## config.mk

```make
export PLATFORM = sky130hd
export DESIGN_NAME = button_debounce_click_hold_flat
export DESIGN_NICKNAME = d
export VERILOG_FILES = /design/src/rtl/bdch_pkg.sv /design/src/rtl/bdch_req_if.sv /design/src/rtl/bdch_rsp_if.sv /design/src/rtl/bdch_csr_if.sv /design/src/rtl/bdch_csr.sv /design/src/rtl/bdch_core.sv /design/src/rtl/button_debounce_click_hold.sv /design/src/flat_wrapper.sv
export SDC_FILE = /design/constraint.sdc
export NUM_CORES = 1
export LEC_CHECK = 0
export BUFFER_PORTS_ARGS = -buffer_cell sky130_fd_sc_hd__buf_2
export CORE_MARGIN = 1
export CORE_UTILIZATION = 60
export CTS_BUF_LIST = sky130_fd_sc_hd__clkbuf_16
export DETAILED_ROUTE_END_ITERATION = 8
export PLACE_DENSITY_LB_ADDON = 0.1
export SYNTH_ARGS = -nofsm -noshare
export SYNTH_HDL_FRONTEND = slang
export SYNTH_SLANG_ARGS = --single-unit
```

## constraint.sdc

```tcl
create_clock -name clock -period 7.6 [get_ports clock]
set_clock_uncertainty 0.2 [all_clocks]
set_input_delay 1.52 -clock clock [delete_from_list [all_inputs] [get_ports clock]]
set_output_delay 1.52 -clock clock [all_outputs]
set_load 0.005 [all_outputs]
```

## src/rtl/bdch_pkg.sv

```systemverilog
// Package with the shared types and register indexes of the button debouncer.
`timescale 1ns / 1ps
`default_nettype none
package bdch_pkg;

   // Configuration register indexes, in register map order.
   localparam logic [1:0] CSR_PRESSED_IS_HIGH = 2'd0;
   localparam logic [1:0] CSR_DEBOUNCE_MS     = 2'd1;
   localparam logic [1:0] CSR_CLICK_WINDOW_MS = 2'd2;
   localparam logic [1:0] CSR_HOLD_MS         = 2'd3;

   localparam int unsigned CSR_INDEX_W = 2;
   localparam int unsigned CSR_DATA_W  = 15;

   localparam logic [7:0] CLICK_COUNT_MAX = 8'd255;

   // One poll of the button pin.
   typedef struct packed {
      logic        pin_level;
      logic [31:0] now_ms;
      logic        take_click;
   } req_type;

   // One status report.
   typedef struct packed {
      logic       pressed;
      logic       click_event;
      logic [7:0] click_count;
      logic       clicking;
      logic       holding;
   } rsp_type;

   // Configuration as seen by the debounce core.
   typedef struct packed {
      logic        pressed_is_high;
      logic [7:0]  debounce_ms;
      logic [14:0] click_window_ms;
      logic [14:0] hold_ms;
   } cfg_type;

endpackage
`default_nettype wire

```

## src/rtl/bdch_req_if.sv

```systemverilog
// Request channel interface: one poll of the button pin per request.
`timescale 1ns / 1ps
`default_nettype none
interface bdch_req_if;
   logic        valid;
   logic        ready;
   logic        pin_level;
   logic [31:0] now_ms;
   logic        take_click;

   modport source (output valid, output pin_level, output now_ms, output take_click,
                   input ready);
   modport sink   (input valid, input pin_level, input now_ms, input take_click,
                   output ready);
endinterface
`default_nettype wire

```

## src/rtl/bdch_rsp_if.sv

```systemverilog
// Response channel interface: one button status report per request.
`timescale 1ns / 1ps
`default_nettype none
interface bdch_rsp_if;
   logic       valid;
   logic       ready;
   logic       pressed;
   logic       click_event;
   logic [7:0] click_count;
   logic       clicking;
   logic       holding;

   modport source (output valid, output pressed, output click_event, output click_count,
                   output clicking, output holding, input ready);
   modport sink   (input valid, input pressed, input click_event, input click_count,
                   input clicking, input holding, output ready);
endinterface
`default_nettype wire

```

## src/rtl/bdch_csr_if.sv

```systemverilog
// Configuration write channel interface.
`timescale 1ns / 1ps
`default_nettype none
interface bdch_csr_if;
   logic        valid;
   logic        ready;
   logic [1:0]  index;
   logic [14:0] data;

   modport source (output valid, output index, output data, input ready);
   modport sink   (input valid, input index, input data, output ready);
endinterface
`default_nettype wire

```

## src/rtl/bdch_csr.sv

```systemverilog
// Configuration register file of the button debouncer.
`timescale 1ns / 1ps
`default_nettype none
module bdch_csr (
   input  wire logic                            clock,
   input  wire logic                            reset,
   input  wire logic                            wr_en,
   input  wire logic [bdch_pkg::CSR_INDEX_W-1:0] wr_index,
   input  wire logic [bdch_pkg::CSR_DATA_W-1:0]  wr_data,
   output bdch_pkg::cfg_type                    cfg
);
   import bdch_pkg::*;

   cfg_type cfg_ff;
   cfg_type cfg_in;

   // Decode the register index and replace the addressed field.
   always_comb begin
      cfg_in = cfg_ff;
      if (wr_en) begin
         unique case (wr_index)
            CSR_PRESSED_IS_HIGH: cfg_in.pressed_is_high = wr_data[0];
            CSR_DEBOUNCE_MS:     cfg_in.debounce_ms     = wr_data[7:0];
            CSR_CLICK_WINDOW_MS: cfg_in.click_window_ms = wr_data[14:0];
            CSR_HOLD_MS:         cfg_in.hold_ms         = wr_data[14:0];
            default:             cfg_in = cfg_ff;
         endcase
      end
   end

   // Registers with their documented reset values.
   always_ff @(posedge clock) begin
      if (reset) begin
         cfg_ff.pressed_is_high <= 1'b1;
         cfg_ff.debounce_ms     <= 8'd50;
         cfg_ff.click_window_ms <= 15'd300;
         cfg_ff.hold_ms         <= 15'd1000;
      end else begin
         cfg_ff <= cfg_in;
      end
   end

   assign cfg = cfg_ff;

endmodule
`default_nettype wire

```

## src/rtl/bdch_core.sv

```systemverilog
// Debounce, click counting and hold detection state with its update logic.
`timescale 1ns / 1ps
`default_nettype none
module bdch_core (
   input  wire logic              clock,
   input  wire logic              reset,
   input  wire logic              advance,
   input  wire bdch_pkg::cfg_type cfg,
   input  wire bdch_pkg::req_type req,
   output bdch_pkg::rsp_type      rsp
);
   import bdch_pkg::*;

   // Last click time doubles as the hold start time: both are set together.
   logic        was_released_ff, was_released_in;
   logic        debouncing_ff,   debouncing_in;
   logic [31:0] press_start_ff,  press_start_in;
   logic [31:0] click_time_ff,   click_time_in;
   logic        pressed_ff,      pressed_in;
   logic        click_flag_ff,   click_flag_in;
   logic [7:0]  click_count_ff,  click_count_in;
   logic        hold_ff,         hold_in;

   logic        is_pressed;
   logic        start_debounce;
   logic        deb_mid;
   logic [31:0] elapsed;
   logic        confirm;
   logic        click_flag_mid;
   logic [7:0]  count_mid;
   logic [31:0] since_click;
   logic        window_expired;
   logic        clicking;

   // Press detection and debounce timing.
   always_comb begin
      is_pressed      = (req.pin_level == cfg.pressed_is_high);
      start_debounce  = is_pressed && was_released_ff && !debouncing_ff;
      deb_mid         = debouncing_ff || start_debounce;
      elapsed         = start_debounce ? 32'd0 : (req.now_ms - press_start_ff);
      confirm         = deb_mid && (elapsed >= {24'd0, cfg.debounce_ms});
      was_released_in = !is_pressed;
      press_start_in  = start_debounce ? req.now_ms : press_start_ff;
      // A pending press is cancelled by a released poll unless it is confirmed.
      debouncing_in   = deb_mid && !confirm && is_pressed;
   end

   // Click flag, click count and click window.
   always_comb begin
      pressed_in     = confirm || (is_pressed && pressed_ff);
      click_flag_mid = confirm || (is_pressed && click_flag_ff);
      count_mid      = click_count_ff;
      if (confirm && (click_count_ff != CLICK_COUNT_MAX)) begin
         count_mid = click_count_ff + 8'd1;
      end
      click_time_in  = confirm ? req.now_ms : click_time_ff;
      since_click    = confirm ? 32'd0 : (req.now_ms - click_time_ff);
      window_expired = (count_mid != 8'd0) && (since_click > {17'd0, cfg.click_window_ms});
      click_count_in = window_expired ? 8'd0 : count_mid;
      clicking       = (click_count_in != 8'd0);
      click_flag_in  = click_flag_mid && !req.take_click;
   end

   // Hold detection while the debounced press lasts.
   always_comb begin
      hold_in = hold_ff;
      if (!pressed_in) begin
         hold_in = 1'b0;
      end else if (since_click > {17'd0, cfg.hold_ms}) begin
         hold_in = 1'b1;
      end
   end

   // Status report for this request.
   always_comb begin
      rsp.pressed     = pressed_in;
      rsp.click_event = click_flag_mid;
      rsp.click_count = click_count_in;
      rsp.clicking    = clicking;
      rsp.holding     = hold_in;
   end

   // State registers advance once per request.
   always_ff @(posedge clock) begin
      if (reset) begin
         was_released_ff <= 1'b0;
         debouncing_ff   <= 1'b0;
         press_start_ff  <= 32'd0;
         click_time_ff   <= 32'd0;
         pressed_ff      <= 1'b0;
         click_flag_ff   <= 1'b0;
         click_count_ff  <= 8'd0;
         hold_ff         <= 1'b0;
      end else if (advance) begin
         was_released_ff <= was_released_in;
         debouncing_ff   <= debouncing_in;
         press_start_ff  <= press_start_in;
         click_time_ff   <= click_time_in;
         pressed_ff      <= pressed_in;
         click_flag_ff   <= click_flag_in;
         click_count_ff  <= click_count_in;
         hold_ff         <= hold_in;
      end
   end

   // A hold is only ever reported during a debounced press.
   a_hold_needs_press: assert property (@(posedge clock) disable iff (reset)
      hold_ff |-> pressed_ff)
      else $error("hold flag set without a debounced press");

   // A confirmed press always leaves a nonzero click count behind.
   a_confirm_counts: assert property (@(posedge clock) disable iff (reset)
      advance && confirm |=> click_count_ff != 8'd0)
      else $error("confirmed press left the click count at zero");

   // A released poll never leaves a debounce pending.
   a_release_cancels: assert property (@(posedge clock) disable iff (reset)
      advance && !is_pressed |=> !debouncing_ff && was_released_ff)
      else $error("debounce still pending after a released poll");

   // A pending click event implies the button is still down.
   a_event_needs_press: assert property (@(posedge clock) disable iff (reset)
      click_flag_ff |-> pressed_ff)
      else $error("click event pending while released");

endmodule
`default_nettype wire

```

## src/rtl/button_debounce_click_hold.sv

```systemverilog
// Top level of the button debouncer with multi-click counting and hold detection.
//
//   Channel   Direction  Handshake      Payload
//   req_ch    in         valid/ready    pin_level, now_ms, take_click
//   rsp_ch    out        valid/ready    pressed, click_event, click_count, clicking, holding
//   csr_ch    in         valid/ready    index, data (always ready)
//
// A response is presented from the response register: an accepted request waits in the request
// register, which feeds the state update that loads the response register when its slot is free.
// A request can be accepted on every cycle while responses are taken.
// Reset restores the register defaults and clears all button state.
// When the response is stalled, one more request is still held in the request register.
`timescale 1ns / 1ps
`default_nettype none
module button_debounce_click_hold (
   input  wire logic  clock,
   input  wire logic  reset,
   bdch_req_if.sink   req_ch,
   bdch_rsp_if.source rsp_ch,
   bdch_csr_if.sink   csr_ch
);
   import bdch_pkg::*;

   cfg_type cfg;
   req_type req_ff;
   logic    req_valid_ff, req_valid_in;
   rsp_type rsp_ff;
   rsp_type rsp_next;
   logic    rsp_valid_ff, rsp_valid_in;
   logic    advance;

   // Configuration registers.
   assign csr_ch.ready = 1'b1;

   bdch_csr u_csr (
      .clock    (clock),
      .reset    (reset),
      .wr_en    (csr_ch.valid),
      .wr_index (csr_ch.index),
      .wr_data  (csr_ch.data),
      .cfg      (cfg)
   );

   // Pipeline flow control: the request moves on when the response slot frees up.
   always_comb begin
      advance      = req_valid_ff && (!rsp_valid_ff || rsp_ch.ready);
      req_ch.ready = !req_valid_ff || advance;
      req_valid_in = req_ch.valid || (req_valid_ff && !advance);
      rsp_valid_in = advance || (rsp_valid_ff && !rsp_ch.ready);
   end

   always_ff @(posedge clock) begin
      if (reset) begin
         req_valid_ff <= 1'b0;
         rsp_valid_ff <= 1'b0;
      end else begin
         req_valid_ff <= req_valid_in;
         rsp_valid_ff <= rsp_valid_in;
      end
   end

   // Request register.
   always_ff @(posedge clock) begin
      if (req_ch.valid && req_ch.ready) begin
         req_ff.pin_level  <= req_ch.pin_level;
         req_ff.now_ms     <= req_ch.now_ms;
         req_ff.take_click <= req_ch.take_click;
      end
   end

   // Button state and its update.
   bdch_core u_core (
      .clock   (clock),
      .reset   (reset),
      .advance (advance),
      .cfg     (cfg),
      .req     (req_ff),
      .rsp     (rsp_next)
   );

   // Response register.
   always_ff @(posedge clock) begin
      if (advance) begin
         rsp_ff <= rsp_next;
      end
   end

   assign rsp_ch.valid       = rsp_valid_ff;
   assign rsp_ch.pressed     = rsp_ff.pressed;
   assign rsp_ch.click_event = rsp_ff.click_event;
   assign rsp_ch.click_count = rsp_ff.click_count;
   assign rsp_ch.clicking    = rsp_ff.clicking;
   assign rsp_ch.holding     = rsp_ff.holding;

endmodule
`default_nettype wire

```

## src/flat_wrapper.sv

```systemverilog
// flat-port wrapper written by rule: the top's interface ports become plain ports
module button_debounce_click_hold_flat import bdch_pkg::*;
  (clock, reset, req_ch_valid, req_ch_pin_level, req_ch_now_ms, req_ch_take_click, req_ch_ready, rsp_ch_valid, rsp_ch_pressed, rsp_ch_click_event, rsp_ch_click_count, rsp_ch_clicking, rsp_ch_holding, rsp_ch_ready, csr_ch_valid, csr_ch_index, csr_ch_data, csr_ch_ready);
  bdch_req_if req_ch_i ();
  bdch_rsp_if rsp_ch_i ();
  bdch_csr_if csr_ch_i ();
  input  wire logic clock;
  input  wire logic reset;
  input wire logic [$bits(req_ch_i.valid)-1:0] req_ch_valid;
  input wire logic [$bits(req_ch_i.pin_level)-1:0] req_ch_pin_level;
  input wire logic [$bits(req_ch_i.now_ms)-1:0] req_ch_now_ms;
  input wire logic [$bits(req_ch_i.take_click)-1:0] req_ch_take_click;
  output wire logic [$bits(req_ch_i.ready)-1:0] req_ch_ready;
  output wire logic [$bits(rsp_ch_i.valid)-1:0] rsp_ch_valid;
  output wire logic [$bits(rsp_ch_i.pressed)-1:0] rsp_ch_pressed;
  output wire logic [$bits(rsp_ch_i.click_event)-1:0] rsp_ch_click_event;
  output wire logic [$bits(rsp_ch_i.click_count)-1:0] rsp_ch_click_count;
  output wire logic [$bits(rsp_ch_i.clicking)-1:0] rsp_ch_clicking;
  output wire logic [$bits(rsp_ch_i.holding)-1:0] rsp_ch_holding;
  input wire logic [$bits(rsp_ch_i.ready)-1:0] rsp_ch_ready;
  input wire logic [$bits(csr_ch_i.valid)-1:0] csr_ch_valid;
  input wire logic [$bits(csr_ch_i.index)-1:0] csr_ch_index;
  input wire logic [$bits(csr_ch_i.data)-1:0] csr_ch_data;
  output wire logic [$bits(csr_ch_i.ready)-1:0] csr_ch_ready;
  assign req_ch_i.valid = req_ch_valid;
  assign req_ch_i.pin_level = req_ch_pin_level;
  assign req_ch_i.now_ms = req_ch_now_ms;
  assign req_ch_i.take_click = req_ch_take_click;
  assign req_ch_ready = req_ch_i.ready;
  assign rsp_ch_valid = rsp_ch_i.valid;
  assign rsp_ch_pressed = rsp_ch_i.pressed;
  assign rsp_ch_click_event = rsp_ch_i.click_event;
  assign rsp_ch_click_count = rsp_ch_i.click_count;
  assign rsp_ch_clicking = rsp_ch_i.clicking;
  assign rsp_ch_holding = rsp_ch_i.holding;
  assign rsp_ch_i.ready = rsp_ch_ready;
  assign csr_ch_i.valid = csr_ch_valid;
  assign csr_ch_i.index = csr_ch_index;
  assign csr_ch_i.data = csr_ch_data;
  assign csr_ch_ready = csr_ch_i.ready;
  button_debounce_click_hold u_core (.clock(clock), .reset(reset), .req_ch(req_ch_i), .rsp_ch(rsp_ch_i), .csr_ch(csr_ch_i));
endmodule
```

Word level (Yosys, flattened, before mapping)
Cells that the tools add are included.

Register bits after elaboration: 164. Output and inout port bits: 15. Word-level logic and storage cells: 77. Bits of input ports: 56.

Equal/unequal tests: 5. Magnitude comparators: 3. Reduce and logical (&&, ||, !) cells: 38. Add/sub/neg operators: 3. Multiplexer cells: 6.

Operators by type and width (number): $gt 32x15->1 (2); $mux 32 (2); $sub 32x32->32 (2); $ge 32x8->1 (1); $mux 8 (2); $reduce_bool 8->1 (2); $logic_and 1x1->1 (14); $reduce_and 2->1 (6); $add 8x1->8 const B (1); $logic_not 1->1 (8); $ne 8x8->1 const B (1); $logic_or 1x1->1 (7); $eq 2x2->1 const B (2); $eq 2x1->1 const B (1); $logic_not 2->1 (1); $mux 1 (2); $eq 1x1->1 (1).

Longest topological paths before layout
Gate-level depths: netlist (run 1).

Word-level depth: 12. Depth in mapped cells: 33. Depth with buffers taken out: 32.

Modules after synthesis
A second synthesis (run 1) with hierarchy kept.

Cell total of the unflattened synthesis: 1413. Area total of the unflattened synthesis: 11359.6 sq um.

By module, submodules not included: bdch_core (seq. area each 1541.5 sq um, area each 8255.4 sq um, times used 1, cells each 1197); bdch_csr (seq. area each 780.7 sq um, area each 1607.8 sq um, times used 1, cells each 158); button_debounce_click_hold (seq. area each 1421.4 sq um, area each 1496.4 sq um, times used 1, cells each 58).

Least setup slack after synthesis (run 1)
No wires, ideal clock.

Kind: register -> register. Start: register u_core.req_ff[1] in the netlist's numbering. End: register u_core.rsp_ff (netlist bit u_core.rsp_ch.clicking), data pin. Library setup time: 0.268 ns. Stages on the path, launching flop included: 29. Path slack: 1.950 ns. Data required time: 7.132 ns. Period minus slack after synthesis: 5.650 ns. Arrival time: 5.181 ns. Path buffers: 2. Path through: edfxtp_1 inv_1 ha_1 inv_1 fa_1 a21o_1 a21oi_1 xor2_1 nor2_1 ha_1 a211o_1 a21oi_1 o21a_1 o221ai_1 a211oi_1 o2111ai_1 nor3_1 nand4_2 nand2_2 buf_2 and2_1 ha_1 and4_1 and3_1 and3_1 a41o_1 o2bb2ai_2 buf_6 a31oi_1.

RTL lines: from (decl) (line button_debounce_click_hold.sv:25) `req_type req_ff;`; to (signal assigned) (line button_debounce_click_hold.sv:84) `rsp_ff <= rsp_next;`; to (decl) (line button_debounce_click_hold.sv:27) `rsp_type rsp_ff;`.

Worst setup path after layout (run 1)
Start: register u_core.req_ff[33] in the netlist's numbering. End: register u_core.u_core.click_count_ff[5].

Word-level cells in the longest chain between the ends: 11. Elaborated cells on any way between the ends: 14. Classes of those cells: order compare: 2; eq/ne: 1; mux: 4; reduce/logical: 7.

Ends and longest elaborated chain: $eq 1x1->1 (*) (line bdch_core.sv:37) `is_pressed = (req.pin_level == cfg.pressed_is_high);`; $logic_and 1x1->1 (*) (2 in a row) (line bdch_core.sv:38) `start_debounce = is_pressed && was_released_ff && !debouncing_ff;`; $mux 32 (line bdch_core.sv:40) `elapsed = start_debounce ? 32'd0 : (req.now_ms - press_start_ff);`; $ge 32x8->1 (line bdch_core.sv:41) `confirm = deb_mid && (elapsed >= {24'd0, cfg.debounce_ms});`; $logic_and 1x1->1 (*) (line bdch_core.sv:41); branches (longest 4 deep; another with $gt 32x15->1); $mux 8 (*) (line bdch_core.sv:59) `click_count_in = window_expired ? 8'd0 : count_mid;`; to (signal assigned) (line bdch_core.sv:101) `click_count_ff <= click_count_in;`; to (decl) (line bdch_core.sv:21) `logic [7:0] click_count_ff, click_count_in;`.

Every way passes the cells marked *. A chain may end at the register's enable or synchronous reset.

==> results.toml, run 1 <==
[logic_synthesis]
ys_ff_latch = 164
syn-instance-count = 1425
synth_fp_nets = 1582
ys.flop_type = "dfxtp_1"
synth_warnings = 0
synthArstFlopShare = 0
ys_seq_area_frac = 0.338
synth_top_cell_by_area = "dfxtp_1"
synth-edff-count = 46
netlist_top_cells_area = "dfxtp_1 21%, edfxtp_1 12%, ha_1 11%, nand2_1 9.5%, a21oi_1 9.1%"
synth_top_area_share = 0.214
synth_area_per_cell_um2 = 7.76
synth_cell_types = 78
synth_area_um2 = 11100

[power_and_ir_drop]
p_leak_nw = 4.56
power.density_nw_per_um2 = 184
ir_drop_mv = 0.218
power_mw = 2.23

[clock_network]
cts_tree = "yes"
cts.sinks = 164
clockBufferDepth = 2
h-tree-depth = 4
root_buffer = "clkbuf_16"
path_clk_slew_ps = 70
numCtsBuffers = 17
worst_skew_pair.late_latency_ps = 430
hold_buffers = 0

[critical_path]
endpoint_kind = "flip-flop"
worstSetupEndpoint = "u_core.u_core.click_count_ff[5]"
r2r_end = "u_core.u_core.click_count_ff[5]"
crit_arrival_ps = 7040
critPathKind = "reg -> reg"
critPathLaunchType = "flip-flop"
r2r-start = "u_core.req_ff[33]"
critical_path.max_fanout = 18
reg2reg_slack_ps = 710
setup.worst_path.start = "u_core.req_ff[33]"
reg2reg_depth = 27
critPathRequiredTime_ps = 7750

[timing]
setup-violations-final = 0
fin_ws_ps = 708
fin_crit_ps = 6890
hold_violations = 0
tns_ps = 0
rsz0062_at_grt = "no"
slew_headroom = 0.182
fmax_mhz = 145
fin_crit_sh = 0.907
worst_pin_slew_ps = 1220
holdWs_ps = 254
drv_slew = 0

[floorplan]
start_util = 0.614
rows = 49
core_um2 = 18000
die_w_um = 138
die_area_um2 = 19000
die_h_um = 138
io-pin-count = 71

[cells_and_area]
num-fill-cells = 1575
layout_commonest_cell = "nand2_1"
diodes = 0
fin_nets = 1623
drive_above_1_share = 0.0872
mostFrequentLayoutCells = "280 x nand2_1, 200 x a21oi_1, 124 x inv_1"
finalCoreUtilization = 0.672
final_area_um2 = 12100
area_growth_pct = 9.54
multiInputGateArea_um2 = 6660
final_cells = 1708
final-seq-area_um2 = 3740

[global_route]
first_global_vias = 9442
antenna_found_initial = 0
grt-ovfl-total = 0
grt_pass1_wl_um = 45300
grt_usage = 0.305
grt_max_degree = 75

[status]
outcome = "finished, final reports clean"

[placement]
dpl_worst_slack_ps = 635
hpwl_um = 20900
dp_cells = 1676
gp_congestion = 0.961
place_area_um2 = 11500
io_buffers = 69

[detailed_routing]
drc_errors = 0
wl_per_cell_um = 16.3
viasPerCell = 5.94
num_vias = 10200
drt-initial-drc-count = 638
dr.pass1.iters = 5
routed_wl_um = 27900
detail-route-antenna-nets = 0

[run]
cap_viol_max_count = 0

[worst_hold_path]
hold_path_class = "reg -> reg"
-- how the worst min path moves through the flow --
stage                                                start                                to  slack [ps]  cells after the start
after detailed placement   u_core.u_core.click_time_ff[15]   u_core.u_core.click_time_ff[15]         250                      2
after global placement                u_core.u_csr.cfg[29]              u_core.u_csr.cfg[29]         240                      2
after CTS                  u_core.u_core.click_time_ff[15]   u_core.u_core.click_time_ff[15]         260                      2
after global routing       u_core.u_core.click_time_ff[15]   u_core.u_core.click_time_ff[15]         270                      2
final                     u_core.u_core.press_start_ff[30]  u_core.u_core.press_start_ff[30]         250                      2
after floorplan            u_core.u_core.click_time_ff[10]   u_core.u_core.click_time_ff[10]         240                      2
-- cell usage after synthesis, types with 4 or more instances --
library cell  number
or2_2              6
clkbuf_1          47
nand2b_1          20
xor2_1            15
o21bai_1           7
nand4_1           22
and2_1            12
xnor2_1           27
ha_1              99
nor3_1            15
nand2_1          280
a2111oi_0          5
nor3b_1            5
dfxtp_1          118
a211oi_1          10
a211o_1            9
a21o_1            29
a31oi_1           11
edfxtp_1          46
inv_1            122
or3_1             10
a21oi_1          200
nand3b_1          10
o211ai_1          20
nor4_1             8
o31ai_1            5
o21ai_1           11
o2111ai_1          4
o21a_1            10
and3_1            11
nor2_1            84
o21ai_0           47
nand3_1           24
nor2b_1           10
-- metal layers --
metal	up-vias	share of wire	GRT usage
li1	5078	-	-
met5	-	0	0
met1	4719	0.45	0.386
met2	300	0.47	0.524
met3	54	0.047	0.0427
met4	0	0.028	0.116
-- what timing repair did --
item,4_1_cts,5_1_grt
setup endpoints to repair,0,17
endpoints found under the hold margin,0,0
resized for setup,0,1
setup buffers,0,0
-- sequential cells by signal, indices dropped and copies added (netlist names), 8 cells and up --
signal / cells
u_core.u_core.click_time_ff: 32
u_core.u_core.press_start_ff: 32
u_core.u_csr.cfg: 39
u_core.req_ff: 34
u_core.u_core.click_count_ff: 8
u_core.rsp_ch.click_count: 8
-- kinds of logic after synthesis --
group,after synthesis,synth area share
AND/OR/NAND/NOR,528,0.216
AO/OA/AOI/OAI,407,0.229
buffers and inverters,176,0.0612
flip-flops,164,0.338
adder cells (fa/ha/maj),101,0.116
XOR/XNOR,42,0.0333
multiplexers,6,0.00577
other,1,0.000339
-- final cells by class --
type	count	share of cell area
clock buffers	17	0.0351
clock inverters	15	0.0119
inverters	123	0.0381
multi-input cells	1085	0.550
flip-flops and latches	164	0.309
well taps	229	0.0237
repair buffers	75	0.0324
-- critical path, stage by stage (launching register included) --
cell and delay, ps:
edfxtp_1 370, xnor2_1 470, nand2_1 160, nor2_1 490
or2_2 210, ha_1 210, nand2b_1 140, a2111oi_0 460
o21a_1 210, o221ai_1 100, a211oi_1 230, o2111ai_1 140
nor3_1 310, nand4_2 470, nand2_2 510, and2_1 230
ha_1 250, a21oi_1 160, nor2b_1 60, o21ai_0 200
nand2_1 70, o21ai_0 150, o211ai_1 140, a21oi_1 150
a41o_1 160, o2bb2ai_4 180, a21o_1 210, a21oi_1 150
-- report_power, final --
| group | leakage (nW) | internal [mW] | switching [mW] |
|---|---|---|---|
| combinational | 2.88 | 0.171 | 0.265 |
| sequential | 1.41 | 0.928 | 0.0261 |
| clock | 0.279 | 0.480 | 0.356 |
| total | 4.56 | 1.58 | 0.647 |
Note: power is estimated with default switching activity, not from simulation.
==> run 2: changes to the inputs <==
--- a/config.mk
+++ b/config.mk
@@ -5,6 +5,7 @@
 export SDC_FILE = /design/constraint.sdc
 export NUM_CORES = 1
 export LEC_CHECK = 0
+export ABC_AREA = 1
 export BUFFER_PORTS_ARGS = -buffer_cell sky130_fd_sc_hd__buf_2
 export CORE_MARGIN = 1
 export CORE_UTILIZATION = 60
==> run 2 against run 1 <==
The run now ends with DRC left; design area increased by 1.8%; sequential power increased by 1%; via count increased by 3.8%; cell count increased by 14%; sequential cell count unchanged; combinational power increased by 19%; critical endpoint is now u_core.rsp_ch.click_count[1].
==> results.toml, run 2 <==
[power_and_ir_drop]
power.density_nw_per_um2 = 190
p_leak_nw = 6.00
ir_drop_mv = 0.171
power_mw = 2.34

[timing]
worst_pin_slew_ps = 986
setup-violations-final = 0
slew_headroom = 0.340
hold_violations = 0
fin_crit_sh = 0.678
drv_slew = 0
holdWs_ps = 259
fin_ws_ps = 2450
rsz0062_at_grt = "no"
fin_crit_ps = 5150
tns_ps = 0
fmax_mhz = 194

[detailed_routing]
drt-initial-drc-count = 768
drc_errors = 10
dr.pass1.iters = 8
routed_wl_um = 29100
wl_per_cell_um = 15.0
num_vias = 10500
viasPerCell = 5.42
detail-route-antenna-nets = 0

[floorplan]
die_h_um = 139
die_w_um = 139
start_util = 0.618
io-pin-count = 71
core_um2 = 18100
rows = 49
die_area_um2 = 19200

[logic_synthesis]
synth_top_area_share = 0.211
ys_seq_area_frac = 0.334
ys_ff_latch = 164
syn-instance-count = 1641
synth_area_um2 = 11200
synth_cell_types = 43
synth_warnings = 0
synth-edff-count = 46
netlist_top_cells_area = "dfxtp_1 21%, nand2_1 13%, edfxtp_1 12%, ha_1 11%, inv_1 10%"
synth_area_per_cell_um2 = 6.83
synth_commonest_cells = "394 x nand2_1, 305 x inv_1, 179 x a21oi_1"
ys.flop_type = "dfxtp_1"
synthArstFlopShare = 0
synth_top_cell_by_area = "dfxtp_1"
synth_fp_nets = 1798
synth.most_common_cell = "nand2_1"

[cells_and_area]
largest_reg_flops = 39
diodes = 0
mostFrequentLayoutCells = "393 x nand2_1, 305 x inv_1, 179 x a21oi_1"
final-seq-area_um2 = 3740
num-fill-cells = 1642
layout_commonest_cell = "nand2_1"
drive_above_1_share = 0.0787
fin_nets = 1859
multiInputGateArea_um2 = 6180
area_growth_pct = 10.0

[critical_path]
critical_path.max_fanout = 18
cp_slowest_cell = "fa_1"
critPathKind = "reg -> reg"
crit_top_cell = "nand2_1"
slowest_delay_ps = 420
critPathRequiredTime_ps = 7590
endpoint_kind = "flip-flop"
reg2reg_slack_ps = 2450
critPathLaunchType = "flip-flop"
crit_arrival_ps = 5150

[clock_network]
h-tree-depth = 4
post_cts_resized = 0
worst_skew_pair.late_latency_ps = 430
clockBufferDepth = 2
numCtsBuffers = 17
path_clk_slew_ps = 70
cts_tree = "yes"
cts.sinks = 164
hold_buffers = 0
root_buffer = "clkbuf_16"
post-cts-setup-buffer-count = 0

[status]
outcome = "complete, but fails checks"
violations = "DRC"

[placement]
dpl_worst_slack_ps = 2530
io_buffers = 69
gp_congestion = 0.955
hpwl_um = 22700

[global_route]
grt-ovfl-total = 0
grt_max_degree = 97
antenna_found_initial = 0
first_global_vias = 9589
grt_usage = 0.308
grt_pass1_wl_um = 47100

[run]
cap_viol_max_count = 0

[worst_hold_path]
hold_path_class = "reg -> reg"
==> run 2: path summary, 6_finish.rpt <==
kind	from	endpoint	cells past startpoint
worst min register to register	u_core.u_core.click_time_ff[8]	u_core.u_core.click_time_ff[8]	2
worst max-delay path	u_core.req_ff[1]	u_core.rsp_ch.click_count[1]	30
worst min-delay path	u_core.u_core.click_time_ff[8]	u_core.u_core.click_time_ff[8]	2
worst max register to register	u_core.req_ff[1]	u_core.rsp_ch.click_count[1]	30
==> run 2: layout make-up <==
class / count / share of cell area
clock inverter: 15 / 0.0116
inverter: 309 / 0.0945
tap: 229 / 0.0232
sequential: 164 / 0.304
clock buffer: 17 / 0.0345
multi-input combinational: 1135 / 0.501
timing repair buffer: 75 / 0.0316
==> run 2: power breakdown <==
part           switching, mW  leakage, nW  internal (mW)
Clock                  0.395        0.284          0.460
Sequential            0.0274         1.41          0.937
Combinational          0.333         4.31          0.187
==> run 2: kinds of logic after synthesis <==
family | after synthesis | share of synthesized area
AOI/OAI and AO/OA | 360 | 0.171
xor gates and xnor gates | 33 | 0.0258
adders and majority gates | 101 | 0.114
buffers and inverters | 342 | 0.115
DFF | 164 | 0.334
other | 1 | 0.000334
and+or+nand+nor | 640 | 0.240
==> run 2: routing by layer <==
layer | vias up | global-route usage | routed length (um)
met3 | 51 | 0.0494 | 1730
met4 | 0 | 0.102 | 669
met5 | - | 0 | 0
li1 | 5437 | - | -
met2 | 301 | 0.493 | 13000
met1 | 4746 | 0.425 | 13700
==> run 2: worst max-delay path, delay by kind of cell, from the launching register on <==
kind	cells	cell delay, ps
adders and majority gates	4	1030
buffers and inverters	5	460
AOI/OAI and AO/OA	3	480
DFF	1	380
and+or+nand+nor	18	2370
==> run 2: stage by stage <==
step	cells	util	cell area, um2
after floorplan	1641	-	11200
after global placement	1912	0.648	11800
after detailed placement	1912	0.648	11800
after CTS	1944	0.680	12300
after global routing	1944	0.680	12300
final	1944	0.680	12300
